$ cat config.mk
export PLATFORM = sky130hd
export DESIGN_NAME = sequence_request_priority_queue_unit
export DESIGN_NICKNAME = d
export VERILOG_FILES = /design/src/design/seqpq_pkg.sv /design/src/design/sequence_request_priority_queue_unit.sv
export SDC_FILE = /design/constraint.sdc
export NUM_CORES = 1
export LEC_CHECK = 0
export BUFFER_PORTS_ARGS = -buffer_cell sky130_fd_sc_hd__buf_2
export CORE_ASPECT_RATIO = 1.2
export CORE_MARGIN = 4
export CORE_UTILIZATION = 45
export DETAILED_ROUTE_END_ITERATION = 8
export HOLD_SLACK_MARGIN = 0.05
export SLEW_MARGIN = 20
export SYNTH_ARGS = -nofsm -noshare
export SYNTH_HDL_FRONTEND = slang
export SYNTH_SLANG_ARGS = --single-unit
$ cat constraint.sdc
create_clock -name clock -period 4.3 [get_ports clock]
set_clock_uncertainty 0.05 [all_clocks]
set_input_delay 0.43 -clock clock [delete_from_list [all_inputs] [get_ports clock]]
set_output_delay 0.43 -clock clock [all_outputs]
set_load 0.01 [all_outputs]
$ cat src/design/seqpq_pkg.sv
`timescale 1ns / 1ps

package seqpq_pkg;

   // Default sizes of the queue store.
   localparam int DEF_NUM_PLAYERS = 5;
   localparam int DEF_QUEUE_DEPTH = 5;

   // Request operation codes.
   localparam logic [1:0] OP_ENQUEUE = 2'd0;
   localparam logic [1:0] OP_REMOVE  = 2'd1;
   localparam logic [1:0] OP_CLEAR   = 2'd2;

   // Reported actions.
   localparam logic [1:0] ACT_NONE       = 2'd0;
   localparam logic [1:0] ACT_START      = 2'd1;
   localparam logic [1:0] ACT_STOP_START = 2'd2;
   localparam logic [1:0] ACT_STOP       = 2'd3;

   // One stored queue entry.
   typedef struct packed {
      logic [7:0] id;
      logic [7:0] priority_level;
   } entry_type;

   // One result as it leaves the block.
   typedef struct packed {
      logic [1:0]  action;
      logic [7:0]  head_id;
      logic [7:0]  head_priority;
      logic [10:0] fade_out;
      logic [2:0]  queue_length;
   } result_type;

   function automatic result_type make_result(
      input logic [1:0]  action,
      input logic [7:0]  head_id,
      input logic [7:0]  head_priority,
      input logic [10:0] fade_out,
      input logic [2:0]  queue_length
   );
      result_type r;
      r.action        = action;
      r.head_id       = head_id;
      r.head_priority = head_priority;
      r.fade_out      = fade_out;
      r.queue_length  = queue_length;
      return r;
   endfunction

endpackage

$ cat src/design/sequence_request_priority_queue_unit.sv
`timescale 1ns / 1ps

// Per-player sorted request queues. Each request carries an operation (enqueue,
// remove by id, clear), a player index and an (id, priority) pair; exactly one
// result comes back for every request, reporting whether the head must be
// started, stopped and restarted, or stopped, with the queue length afterwards.
// All entries sit in one memory with a write port and a registered read port,
// and a small sequencer walks the addressed queue through it, reading each
// examined entry and reading and writing each entry shifted on insert or
// removal; a clear or an out-of-range player needs no memory access. The block
// takes no new request until the current one has handed its result to the
// output register, which then waits for the consumer on its own.
module sequence_request_priority_queue_unit #(
   parameter int NUM_PLAYERS = seqpq_pkg::DEF_NUM_PLAYERS,
   parameter int QUEUE_DEPTH = seqpq_pkg::DEF_QUEUE_DEPTH
) (
   input  logic        clock,
   input  logic        reset,
   input  logic        req_valid,
   output logic        req_ready,
   input  logic [1:0]  req_op,
   input  logic [2:0]  req_player,
   input  logic [7:0]  req_id,
   input  logic [7:0]  req_priority,
   input  logic [7:0]  req_fade_time,
   output logic        rsp_valid,
   input  logic        rsp_ready,
   output logic [1:0]  rsp_action,
   output logic [7:0]  rsp_head_id,
   output logic [7:0]  rsp_head_priority,
   output logic [10:0] rsp_fade_out,
   output logic [2:0]  rsp_queue_length
);
   import seqpq_pkg::*;

   localparam int ENTRIES = NUM_PLAYERS * QUEUE_DEPTH;
   localparam int AW = (ENTRIES > 1) ? $clog2(ENTRIES) : 1;
   localparam int IW = $clog2(QUEUE_DEPTH + 1);
   localparam int PW = (NUM_PLAYERS > 1) ? $clog2(NUM_PLAYERS) : 1;

   // Sequencer states.
   localparam logic [3:0] ST_IDLE     = 4'd0;
   localparam logic [3:0] ST_SCAN_RD  = 4'd1;
   localparam logic [3:0] ST_SCAN_CHK = 4'd2;
   localparam logic [3:0] ST_DECIDE   = 4'd3;
   localparam logic [3:0] ST_SH_RD    = 4'd4;
   localparam logic [3:0] ST_SH_WR    = 4'd5;
   localparam logic [3:0] ST_WR_NEW   = 4'd6;
   localparam logic [3:0] ST_FIN      = 4'd7;
   localparam logic [3:0] ST_HEAD_RD  = 4'd8;
   localparam logic [3:0] ST_DONE     = 4'd9;

   localparam logic [IW-1:0] DEPTH_CODE = IW'(QUEUE_DEPTH);

   logic [3:0]    state_ff, state_in;
   logic [1:0]    op_ff, op_in;
   logic [PW-1:0] player_ff, player_in;
   logic [7:0]    id_ff, id_in;
   logic [7:0]    pri_ff, pri_in;
   logic [10:0]   fade_ff, fade_in;
   logic [AW-1:0] base_ff, base_in;
   logic [IW-1:0] cnt_ff, cnt_in;
   logic [IW-1:0] idx_ff, idx_in;
   logic [IW-1:0] pos_ff, pos_in;
   logic          pos_hit_ff, pos_hit_in;
   logic          match_ff, match_in;
   result_type    res_ff, res_in;
   result_type    rsp_ff, rsp_in;
   logic          rsp_valid_ff, rsp_valid_in;

   logic [IW-1:0] count_ff [NUM_PLAYERS];
   logic          cnt_wr_en;
   logic [PW-1:0] cnt_wr_player;
   logic [IW-1:0] cnt_wr_val;

   entry_type     mem [ENTRIES];
   entry_type     rd_data_ff;
   logic          rd_en;
   logic [IW-1:0] rd_idx;
   logic          wr_en;
   logic [IW-1:0] wr_idx;
   entry_type     wr_data;
   logic [AW-1:0] rd_addr;
   logic [AW-1:0] wr_addr;

   logic          in_range;
   logic [PW-1:0] req_player_idx;
   logic [IW-1:0] req_cnt;
   logic [IW:0]   idx_next_wide;
   logic [IW-1:0] cnt_dec;

   assign in_range       = int'(req_player) < NUM_PLAYERS;
   assign req_player_idx = in_range ? PW'(req_player) : '0;
   assign req_cnt        = in_range ? count_ff[req_player_idx] : '0;
   assign idx_next_wide  = {1'b0, idx_ff} + 1'b1;
   assign cnt_dec        = cnt_ff - 1'b1;
   assign rd_addr        = base_ff + AW'(rd_idx);
   assign wr_addr        = base_ff + AW'(wr_idx);

   // Sequencer: scan the queue and shift entries as the operation needs, then form the result.
   always_comb begin
      state_in      = state_ff;
      op_in         = op_ff;
      player_in     = player_ff;
      id_in         = id_ff;
      pri_in        = pri_ff;
      fade_in       = fade_ff;
      base_in       = base_ff;
      cnt_in        = cnt_ff;
      idx_in        = idx_ff;
      pos_in        = pos_ff;
      pos_hit_in    = pos_hit_ff;
      match_in      = match_ff;
      res_in        = res_ff;
      rsp_in        = rsp_ff;
      rsp_valid_in  = rsp_valid_ff && !rsp_ready;
      rd_en         = 1'b0;
      rd_idx        = '0;
      wr_en         = 1'b0;
      wr_idx        = '0;
      wr_data       = rd_data_ff;
      cnt_wr_en     = 1'b0;
      cnt_wr_player = player_ff;
      cnt_wr_val    = cnt_ff;

      unique case (state_ff)
         ST_IDLE: begin
            if (req_valid) begin
               op_in      = req_op;
               player_in  = req_player_idx;
               id_in      = req_id;
               pri_in     = req_priority;
               fade_in    = {req_fade_time, 3'b000};
               base_in    = AW'(int'(req_player) * QUEUE_DEPTH);
               idx_in     = '0;
               pos_hit_in = 1'b0;
               match_in   = 1'b0;
               cnt_in     = req_cnt;
               pos_in     = req_cnt;
               if (!in_range) begin
                  res_in   = make_result(ACT_NONE, 8'd0, 8'd0, 11'd0, 3'd0);
                  state_in = ST_DONE;
               end else begin
                  case (req_op) inside
                     OP_ENQUEUE, OP_REMOVE: begin
                        state_in = ST_SCAN_RD;
                     end
                     OP_CLEAR: begin
                        cnt_wr_en     = 1'b1;
                        cnt_wr_player = req_player_idx;
                        cnt_wr_val    = '0;
                        res_in   = make_result(ACT_NONE, 8'd0, 8'd0, 11'd0, 3'd0);
                        state_in = ST_DONE;
                     end
                     default: begin
                        res_in   = make_result(ACT_NONE, 8'd0, 8'd0, 11'd0, 3'(req_cnt));
                        state_in = ST_DONE;
                     end
                  endcase
               end
            end
         end

         // Issue the read of the next entry, or finish the scan.
         ST_SCAN_RD: begin
            if (idx_ff == cnt_ff) begin
               state_in = ST_DECIDE;
            end else begin
               rd_en    = 1'b1;
               rd_idx   = idx_ff;
               state_in = ST_SCAN_CHK;
            end
         end

         // Compare the entry just read against the request.
         ST_SCAN_CHK: begin
            if (rd_data_ff.id == id_ff) begin
               if (op_ff == OP_ENQUEUE) begin
                  if (idx_ff == '0) begin
                     res_in = make_result(ACT_START, id_ff, pri_ff, fade_ff, 3'(cnt_ff));
                  end else begin
                     res_in = make_result(ACT_NONE, 8'd0, 8'd0, 11'd0, 3'(cnt_ff));
                  end
                  state_in = ST_DONE;
               end else begin
                  pos_in   = idx_ff;
                  match_in = 1'b1;
                  state_in = ST_DECIDE;
               end
            end else begin
               if (!pos_hit_ff && (rd_data_ff.priority_level <= pri_ff)) begin
                  pos_in     = idx_ff;
                  pos_hit_in = 1'b1;
               end
               idx_in   = idx_next_wide[IW-1:0];
               state_in = ST_SCAN_RD;
            end
         end

         ST_DECIDE: begin
            if (op_ff == OP_ENQUEUE) begin
               if (pos_ff == DEPTH_CODE) begin
                  res_in   = make_result(ACT_NONE, 8'd0, 8'd0, 11'd0, 3'(cnt_ff));
                  state_in = ST_DONE;
               end else begin
                  if (cnt_ff != DEPTH_CODE) begin
                     cnt_in = cnt_ff + 1'b1;
                     idx_in = cnt_ff;
                  end else begin
                     idx_in = cnt_dec;
                  end
                  state_in = ST_SH_RD;
               end
            end else if (match_ff) begin
               idx_in   = pos_ff;
               state_in = ST_SH_RD;
            end else begin
               if (cnt_ff == '0) begin
                  res_in = make_result(ACT_STOP, 8'd0, 8'd0, fade_ff, 3'd0);
               end else begin
                  res_in = make_result(ACT_NONE, 8'd0, 8'd0, 11'd0, 3'(cnt_ff));
               end
               state_in = ST_DONE;
            end
         end

         // Shift towards the tail on insert, towards the head on removal.
         ST_SH_RD: begin
            if (op_ff == OP_ENQUEUE) begin
               if (idx_ff == pos_ff) begin
                  state_in = ST_WR_NEW;
               end else begin
                  rd_en    = 1'b1;
                  rd_idx   = idx_ff - 1'b1;
                  state_in = ST_SH_WR;
               end
            end else begin
               if (idx_next_wide >= {1'b0, cnt_ff}) begin
                  state_in = ST_FIN;
               end else begin
                  rd_en    = 1'b1;
                  rd_idx   = idx_next_wide[IW-1:0];
                  state_in = ST_SH_WR;
               end
            end
         end

         ST_SH_WR: begin
            wr_en  = 1'b1;
            wr_idx = idx_ff;
            if (op_ff == OP_ENQUEUE) begin
               idx_in = idx_ff - 1'b1;
            end else begin
               idx_in = idx_next_wide[IW-1:0];
            end
            state_in = ST_SH_RD;
         end

         ST_WR_NEW: begin
            wr_en                  = 1'b1;
            wr_idx                 = pos_ff;
            wr_data.id             = id_ff;
            wr_data.priority_level = pri_ff;
            cnt_wr_en              = 1'b1;
            cnt_wr_val             = cnt_ff;
            if (pos_ff == '0) begin
               res_in = make_result(ACT_START, id_ff, pri_ff, fade_ff, 3'(cnt_ff));
            end else begin
               res_in = make_result(ACT_NONE, 8'd0, 8'd0, 11'd0, 3'(cnt_ff));
            end
            state_in = ST_DONE;
         end

         // Removal done: store the new count and report on the head.
         ST_FIN: begin
            cnt_wr_en  = 1'b1;
            cnt_wr_val = cnt_dec;
            cnt_in     = cnt_dec;
            if ((pos_ff == '0) && (cnt_dec != '0)) begin
               rd_en    = 1'b1;
               rd_idx   = '0;
               state_in = ST_HEAD_RD;
            end else begin
               if (pos_ff == '0) begin
                  res_in = make_result(ACT_STOP, 8'd0, 8'd0, fade_ff, 3'(cnt_dec));
               end else begin
                  res_in = make_result(ACT_NONE, 8'd0, 8'd0, 11'd0, 3'(cnt_dec));
               end
               state_in = ST_DONE;
            end
         end

         ST_HEAD_RD: begin
            res_in = make_result(ACT_STOP_START, rd_data_ff.id, rd_data_ff.priority_level,
                                 fade_ff, 3'(cnt_ff));
            state_in = ST_DONE;
         end

         // Hand the result over once the output register is free.
         ST_DONE: begin
            if (!rsp_valid_ff || rsp_ready) begin
               rsp_in       = res_ff;
               rsp_valid_in = 1'b1;
               state_in     = ST_IDLE;
            end
         end

         default: begin
            state_in = ST_IDLE;
         end
      endcase
   end

   // Control registers and queue counts.
   always_ff @(posedge clock) begin
      if (reset) begin
         state_ff     <= ST_IDLE;
         rsp_valid_ff <= 1'b0;
         for (int p = 0; p < NUM_PLAYERS; p++) begin
            count_ff[p] <= '0;
         end
      end else begin
         state_ff     <= state_in;
         rsp_valid_ff <= rsp_valid_in;
         if (cnt_wr_en) begin
            count_ff[cnt_wr_player] <= cnt_wr_val;
         end
      end
   end

   // Working and payload registers.
   always_ff @(posedge clock) begin
      op_ff      <= op_in;
      player_ff  <= player_in;
      id_ff      <= id_in;
      pri_ff     <= pri_in;
      fade_ff    <= fade_in;
      base_ff    <= base_in;
      cnt_ff     <= cnt_in;
      idx_ff     <= idx_in;
      pos_ff     <= pos_in;
      pos_hit_ff <= pos_hit_in;
      match_ff   <= match_in;
      res_ff     <= res_in;
      rsp_ff     <= rsp_in;
   end

   // Entry memory, one write and one registered read per cycle.
   always_ff @(posedge clock) begin
      if (wr_en) begin
         mem[wr_addr] <= wr_data;
      end
      if (rd_en) begin
         rd_data_ff <= mem[rd_addr];
      end
   end

   assign req_ready         = (state_ff == ST_IDLE);
   assign rsp_valid         = rsp_valid_ff;
   assign rsp_action        = rsp_ff.action;
   assign rsp_head_id       = rsp_ff.head_id;
   assign rsp_head_priority = rsp_ff.head_priority;
   assign rsp_fade_out      = rsp_ff.fade_out;
   assign rsp_queue_length  = rsp_ff.queue_length;

   // A request taken in makes the block busy in the next cycle.
   assert property (@(posedge clock) disable iff (reset)
      (req_valid && req_ready) |=> !req_ready)
      else $error("request accepted but block still ready");

   // A new result only appears after the sequencer has finished.
   assert property (@(posedge clock) disable iff (reset)
      $rose(rsp_valid) |-> $past(state_ff == ST_DONE))
      else $error("result raised outside the hand-over state");

   // Memory writes stay inside the addressed player's rows.
   assert property (@(posedge clock) disable iff (reset)
      wr_en |-> (int'(wr_idx) < QUEUE_DEPTH))
      else $error("entry write beyond the queue depth");

   // A queue never holds more than its depth.
   assert property (@(posedge clock) disable iff (reset)
      (state_ff != ST_IDLE) |-> (cnt_ff <= DEPTH_CODE))
      else $error("queue count exceeds depth");

   // No action means no fade is reported.
   assert property (@(posedge clock) disable iff (reset)
      (rsp_valid && (rsp_action == ACT_NONE)) |-> (rsp_fade_out == 11'd0))
      else $error("fade reported without an action");

endmodule
# == Yosys cells after proc, flatten, opt, wreduce, memory -nomap -nowiden ==
# Memories as Yosys holds them, arrays and structs flattened. A register that Yosys moved wholly into a read port is not among the register bits.
# Cells that the tools add are included.
# Widths: inputs -> output; s select.
# classes
n_eq_ne,34
reduce_logical,32
n_lt_le_gt_ge,3
mux,97
add_sub_neg,6
multipliers,1
# ops
cell,count
$mux 32,11
$pmux 32 s6,1
$mux 3,32
$mux 31,2
$mux 4,10
$pmux 4 s9,1
$mux 1,27
$ne 3x3->1 const B,8
$pmux 3 s2,4
$ne 2x2->1 const B,11
$eq 4x3->1 const B,4
$mux 16,1
$pmux 3 s4,1
$reduce_and 4->1,3
$add 5x3->5,2
$reduce_and 5->1,2
$logic_not 3->1,3
$pmux 3 s3,1
$eq 4x2->1 const B,2
$eq 4x4->1 const B,2
$eq 8x8->1,1
$le 8x8->1,1
$reduce_and 8->1,1
$reduce_or 2->1,4
25 further kinds,38
# word_totals
out_inout_bits,34
register_bits,114
wordCells,198
ram_bits,415
mem_count,2
in_bits,33
# memory_table
name,words,word_bits,read_ports,rd_ports_with_merged_regs,wr,line,source
mem,25,16,1,1,1,sequence_request_priority_queue_unit.sv:76,entry_type mem [ENTRIES];
count_ff,5,3,1,0,5,sequence_request_priority_queue_unit.sv:71,logic [IW-1:0] count_ff [NUM_PLAYERS];

# == Logic depth before layout (Yosys ltp) ==
# depth
word_depth,11
mapped_depth,20
depth_no_buf,17

# == Worst setup path before layout ==
# Ideal clock, no wire load.
# synth_timing
path_kind,register to register
start,register state_ff[0]
end,register res_ff[0] (netlist bit) (enable)
synth_period_minus_slack_ns,4.582
t_arrival_ns,4.081
required_time_ns,3.799
path_stages_with_launch,6
setup_time_ns,0.451
path_buffers,0
setup_slack_ns,-0.282
path_cell_list,dfxtp_1 -> nor4_4 -> and2_1 -> o21a_1 -> o31ai_1 -> nor3_1
# synth_via
elab_chain_len,3
elab_cells_between_ends,15
cone_classes,eq/ne (12); reduce/logical (3)
# synth_rtl
item,line,source
start: declaration,sequence_request_priority_queue_unit.sv:55,"logic [3:0] state_ff, state_in;"
start signal: assignment,sequence_request_priority_queue_unit.sv:323,state_ff <= state_in;
$logic_not 4->1 (*),--,
net req_ready,sequence_request_priority_queue_unit.sv:20,"output logic req_ready,"
$ne 3x3->1 (no line) (tied with other cells),--,
$reduce_and 8->1 (no line) (*),--,
end signal: assignment,sequence_request_priority_queue_unit.sv:344,res_ff <= res_in;
end: declaration,sequence_request_priority_queue_unit.sv:67,"result_type res_ff, res_in;"
# The timed path passes the listed nets; every way through them passes the cells marked *.
# A chain may end at the register's enable or synchronous reset.

# == Final worst setup path ==
# layout_timing
start,register idx_ff[0]
end,"register, netlist name rd_data_ff[2]"
# layout_via
elab_chain_len,6
elab_cells_between_ends,16
cone_classes,add/sub (3); order compare (1); eq/ne (2); mux (10)
# layout_rtl
item,line,source
start: declaration,sequence_request_priority_queue_unit.sv:63,"logic [IW-1:0] idx_ff, idx_in;"
start signal: assignment,sequence_request_priority_queue_unit.sv:340,idx_ff <= idx_in;
$add 3x1->4,sequence_request_priority_queue_unit.sv:95,"assign idx_next_wide = {1'b0, idx_ff} + 1'b1;"
$ge 4x3->1,sequence_request_priority_queue_unit.sv:238,"if (idx_next_wide >= {1'b0, cnt_ff}) begin"
$mux 3,sequence_request_priority_queue_unit.sv:238,
$mux 3,sequence_request_priority_queue_unit.sv:229,if (op_ff == OP_ENQUEUE) begin
$pmux 3 s2,sequence_request_priority_queue_unit.sv:126,unique case (state_ff)
$add 5x3->5,sequence_request_priority_queue_unit.sv:97,assign rd_addr = base_ff + AW'(rd_idx);
# Several ways; a longest one is shown, not always the timed one.

==> qor.txt <==
Syn Inst Count: 1261
Setup ws final: 0.109 ns
Average size of a mapped cell: 17.6 um2
Die Footprint: 53000 um2
CTS Sinks: 539
Area Growth Syn to Fin: 19.1%
Share of layout cells above drive strength 1: 0.284
Reg power frac: 0.403
Critical Path RT: 4.59 ns
Slowest cell on the critical path: fa_4
Total power per unit cell area: 687 nW/um2
Post-synthesis sequential area ratio: 0.727
Post-synth cell types: 64
Final setup vio count: 0
CP Class: register to register
Most frequent cells in the layout: 534 x edfxtp_1, 101 x nand2_1, 99 x mux4_2
Least-Margin Pin Slew: 1.05 ns
First-pass DRT Iterations: 5
Status: finished, final reports clean
TritonCTS clock tree: built
Leak: 8.98 nW
Period utilization: 0.975
Worst Setup Start Kind: register
Post-synth EDFFs: 534
Relative slew slack: 0.298
Ys async rst share: 0
Pint: 12.2 mW
Maximum vdd drop: 354 uV
Clock transition at the registers of the reported paths: 0.06 ns
Worst path top cell family by delay: adder cells
Sw Share: 0.327
Total GRT Usage: 0.209
Fin Hold WS: 0.137 ns
Core area: 48400 um2
Tot Pwr: 18.2 mW
Number of diodes: 0
Worst path cell trace: inv_1, ha_1, ha_1, a21o_1, a21oi_2, o21ai_2, o21ai_2, ha_4, inv_2, fa_4, buf_12, buf_12, mux4_2, mux2i_4, o221ai_2
Post-Place Setup Slack: -0.392 ns
H-tree depth: 2
Commonest non-fill, non-tap cell in the layout: edfxtp_1
Number of max-cap violations: 0
CTS root buf: clkbuf_16
FP Rows: 88
GR Overflow Total: 0
Net Sw Power: 5.93 mW
DR DRC count: 0
First-pass GRT wire length: 82.3 mm
Vias: 12200
Max incr delay on CP: 0.93 ns
Post-DP HPWL: 35.4 mm
Starting Density: 0.458
Top_reg_cell synth: edfxtp_1
DIE WIDTH: 211 um
Critical path capture point type: register
Clock latency on the worst-skew pair: 0.60 ns
Antenna-violating nets left: 0
Max Slew Vio Count: 0
Levels on crit path: 15
CTS Buf Count: 53
Ports: 67
Vias in the first global route: 12600
Capture point of the worst reg-to-reg path: rd_data_ff[2]$_DFFE_PP_
R2r setup slk: 0.11 ns
Worst setup path start: idx_ff[0]$_DFFE_PP_
End of the critical path: rd_data_ff[2]$_DFFE_PP_
Logic pwr share: 0.354
WL per Instance: 25.8 um
Clk pwr share: 0.243
WL final: 55.0 mm
Final Hold Fails: 0
Ys Warns: 0
Worst Hold Class: input pin to register
Vias per cell: 5.70
WP buf/inv: 4
Pin count of the biggest net entering global routing: 37
Initial antenna violation count: 0
FF-to-FF Start: idx_ff[0]$_DFFE_PP_
Chip Height: 251 um
IO buf count: 63
Nets: 1523
Fin util: 0.546
1st-iter DRT viols: 1135
Mapped cell area: 22200 um2
Worst r2r path cells: 15
RSZ-0062 raised after global routing: true
Worst EP arrival: 4.48 ns
Flops & latches, synth: 539
Max Root-Sink Buffers: 3
Max FO, Critical Path: 8
Fmax: 0.239 GHz
Gpl congestion: 0.859
Final Critical Period: 4.19 ns
[cells by family after synthesis]
logic type | Yosys count | share of synthesized area
and+or+nand+nor | 299 | 0.0675
buffers and inverters | 90 | 0.0172
other | 1 | 0.000169
adders and majority gates | 28 | 0.0165
xor gates and xnor gates | 34 | 0.0134
AOI/OAI and AO/OA | 136 | 0.0411
DFF | 539 | 0.727
muxes | 134 | 0.117
[power groups by stage]
stage | clock network, mW | logic [mW] | registers (mW)
2_1_floorplan | 0 | 3.55 | 7.25
3_3_place_gp | 0 | 5.92 | 7.42
3_5_place_dp | 0 | 5.98 | 7.43
4_1_cts | 4.51 | 6.17 | 7.32
5_1_grt | 4.77 | 6.94 | 7.35
6_report | 4.41 | 6.43 | 7.32
[registers in the layout, indices dropped and copies added, names as in the netlist, 2 cells and up]
| signal | count |
|---|---|
| state_ff | 4 |
| rsp_fade_out | 8 |
| pos_ff | 3 |
| cnt_ff | 3 |
| base_ff | 5 |
| player_ff | 3 |
| rsp_head_id | 8 |
| res_ff | 29 |
| count_ff | 15 |
| rd_data_ff | 16 |
| pri_ff | 8 |
| op_ff | 2 |
| rsp_action | 2 |
| rsp_head_priority | 8 |
| id_ff | 8 |
| idx_ff | 3 |
| fade_ff | 8 |
| mem | 400 |
| rsp_queue_length | 3 |
[worst register-to-register path, stage by stage, from the launching register on]
cell      delay, ns
edfxtp_1       0.41
inv_1          0.11
ha_1           0.27
ha_1           0.28
a21o_1         0.17
a21oi_2        0.17
o21ai_2        0.10
o21ai_2        0.18
ha_4           0.16
inv_2          0.04
fa_4           0.93
buf_12         0.20
buf_12         0.15
mux4_2         0.35
mux2i_4        0.28
o221ai_2       0.12
[how the worst min path moves through the flow]
| stage | startpoint | end | slack (ns) | cells past startpoint |
|---|---|---|---|---|
| detailed placement | res_ff[24]$_DFFE_PP_ | rsp_head_id[2]$_DFFE_PP_ | 0.35 | 0 |
| floorplan | res_ff[30]$_DFFE_PP_ | rsp_action[0]$_DFFE_PP_ | 0.35 | 0 |
| finish | reset | state_ff[2]$_SDFFE_PP0P_ | 0.14 | 2 |
| CTS | reset | state_ff[2]$_SDFFE_PP0P_ | 0.10 | 2 |
| global route | reset | rsp_valid$_SDFF_PP0_ | 0.12 | 2 |
| global placement | res_ff[15]$_DFFE_PP_ | rsp_head_priority[1]$_DFFE_PP_ | 0.35 | 0 |
[cell usage after synthesis (all sizes together), types with 3 or more instances]
cell / count / area share
nand2b: 11 / 0.0031
o211ai: 4 / 0.0014
a21o: 5 / 0.0017
ha: 26 / 0.015
edfxtp: 534 / 0.72
a22o: 17 / 0.0067
o221ai: 19 / 0.0075
nand4: 5 / 0.0014
mux4: 99 / 0.10
nor2b: 28 / 0.0080
xnor2: 20 / 0.0079
nor2: 63 / 0.011
clkbuf: 35 / 0.0059
nand3b: 4 / 0.0014
nand3: 27 / 0.0061
xor2: 14 / 0.0055
or3: 6 / 0.0021
nor4: 4 / 0.0021
a211o: 3 / 0.0012
nor3: 15 / 0.0038
nand2: 104 / 0.018
inv: 27 / 0.0046
dfxtp: 5 / 0.0045
a21oi: 26 / 0.0059
mux2i: 18 / 0.0081
and2: 5 / 0.0014
buf: 28 / 0.0067
or2: 3 / 0.00085
o21ai: 36 / 0.0081
mux2: 17 / 0.0088
and3: 17 / 0.0048
a31oi: 9 / 0.0025
o21a: 4 / 0.0014
[final cells by class]
type                    count  area (um2)
clock inverters            28         258
multi-input cells         634        5970
inverters                  27         101
repair buffers            207        1800
fillers                  3801       22000
clock buffers              69        1390
well taps                 630         788
flip-flops and latches    539       16100
[metrics by stage]
step | TNS (ns) | area [um2] | instances
2_1_floorplan | 0 | 22200 | 1263
3_5_place_dp | -3.20 | 24200 | 1995
5_1_grt | -0.321 | 26400 | 2134
6_report | 0 | 26400 | 2134
4_1_cts | 0 | 26200 | 2120
3_3_place_gp | -2.91 | 24200 | 1995
[routing by layer]
| metal | GRT usage | wire (um) |
|---|---|---|
| met4 | 0.0693 | 1840 |
| met2 | 0.362 | 28400 |
| met1 | 0.270 | 21600 |
| met3 | 0.0356 | 3130 |
| met5 | 0 | 0 |
[what timing repair did]
| action | CTS | global route |
|---|---|---|
| hold buffers | 26 | 0 |
| gates resized for setup | 17 | 30 |
| setup endpoints to repair | 16 | 123 |
| gates cloned | 0 | 1 |
| pin swaps | 2 | 10 |
| hold endpoints to repair | 26 | 0 |
| setup buffers | 2 | 13 |
Note: power is estimated with default switching activity, not from simulation.
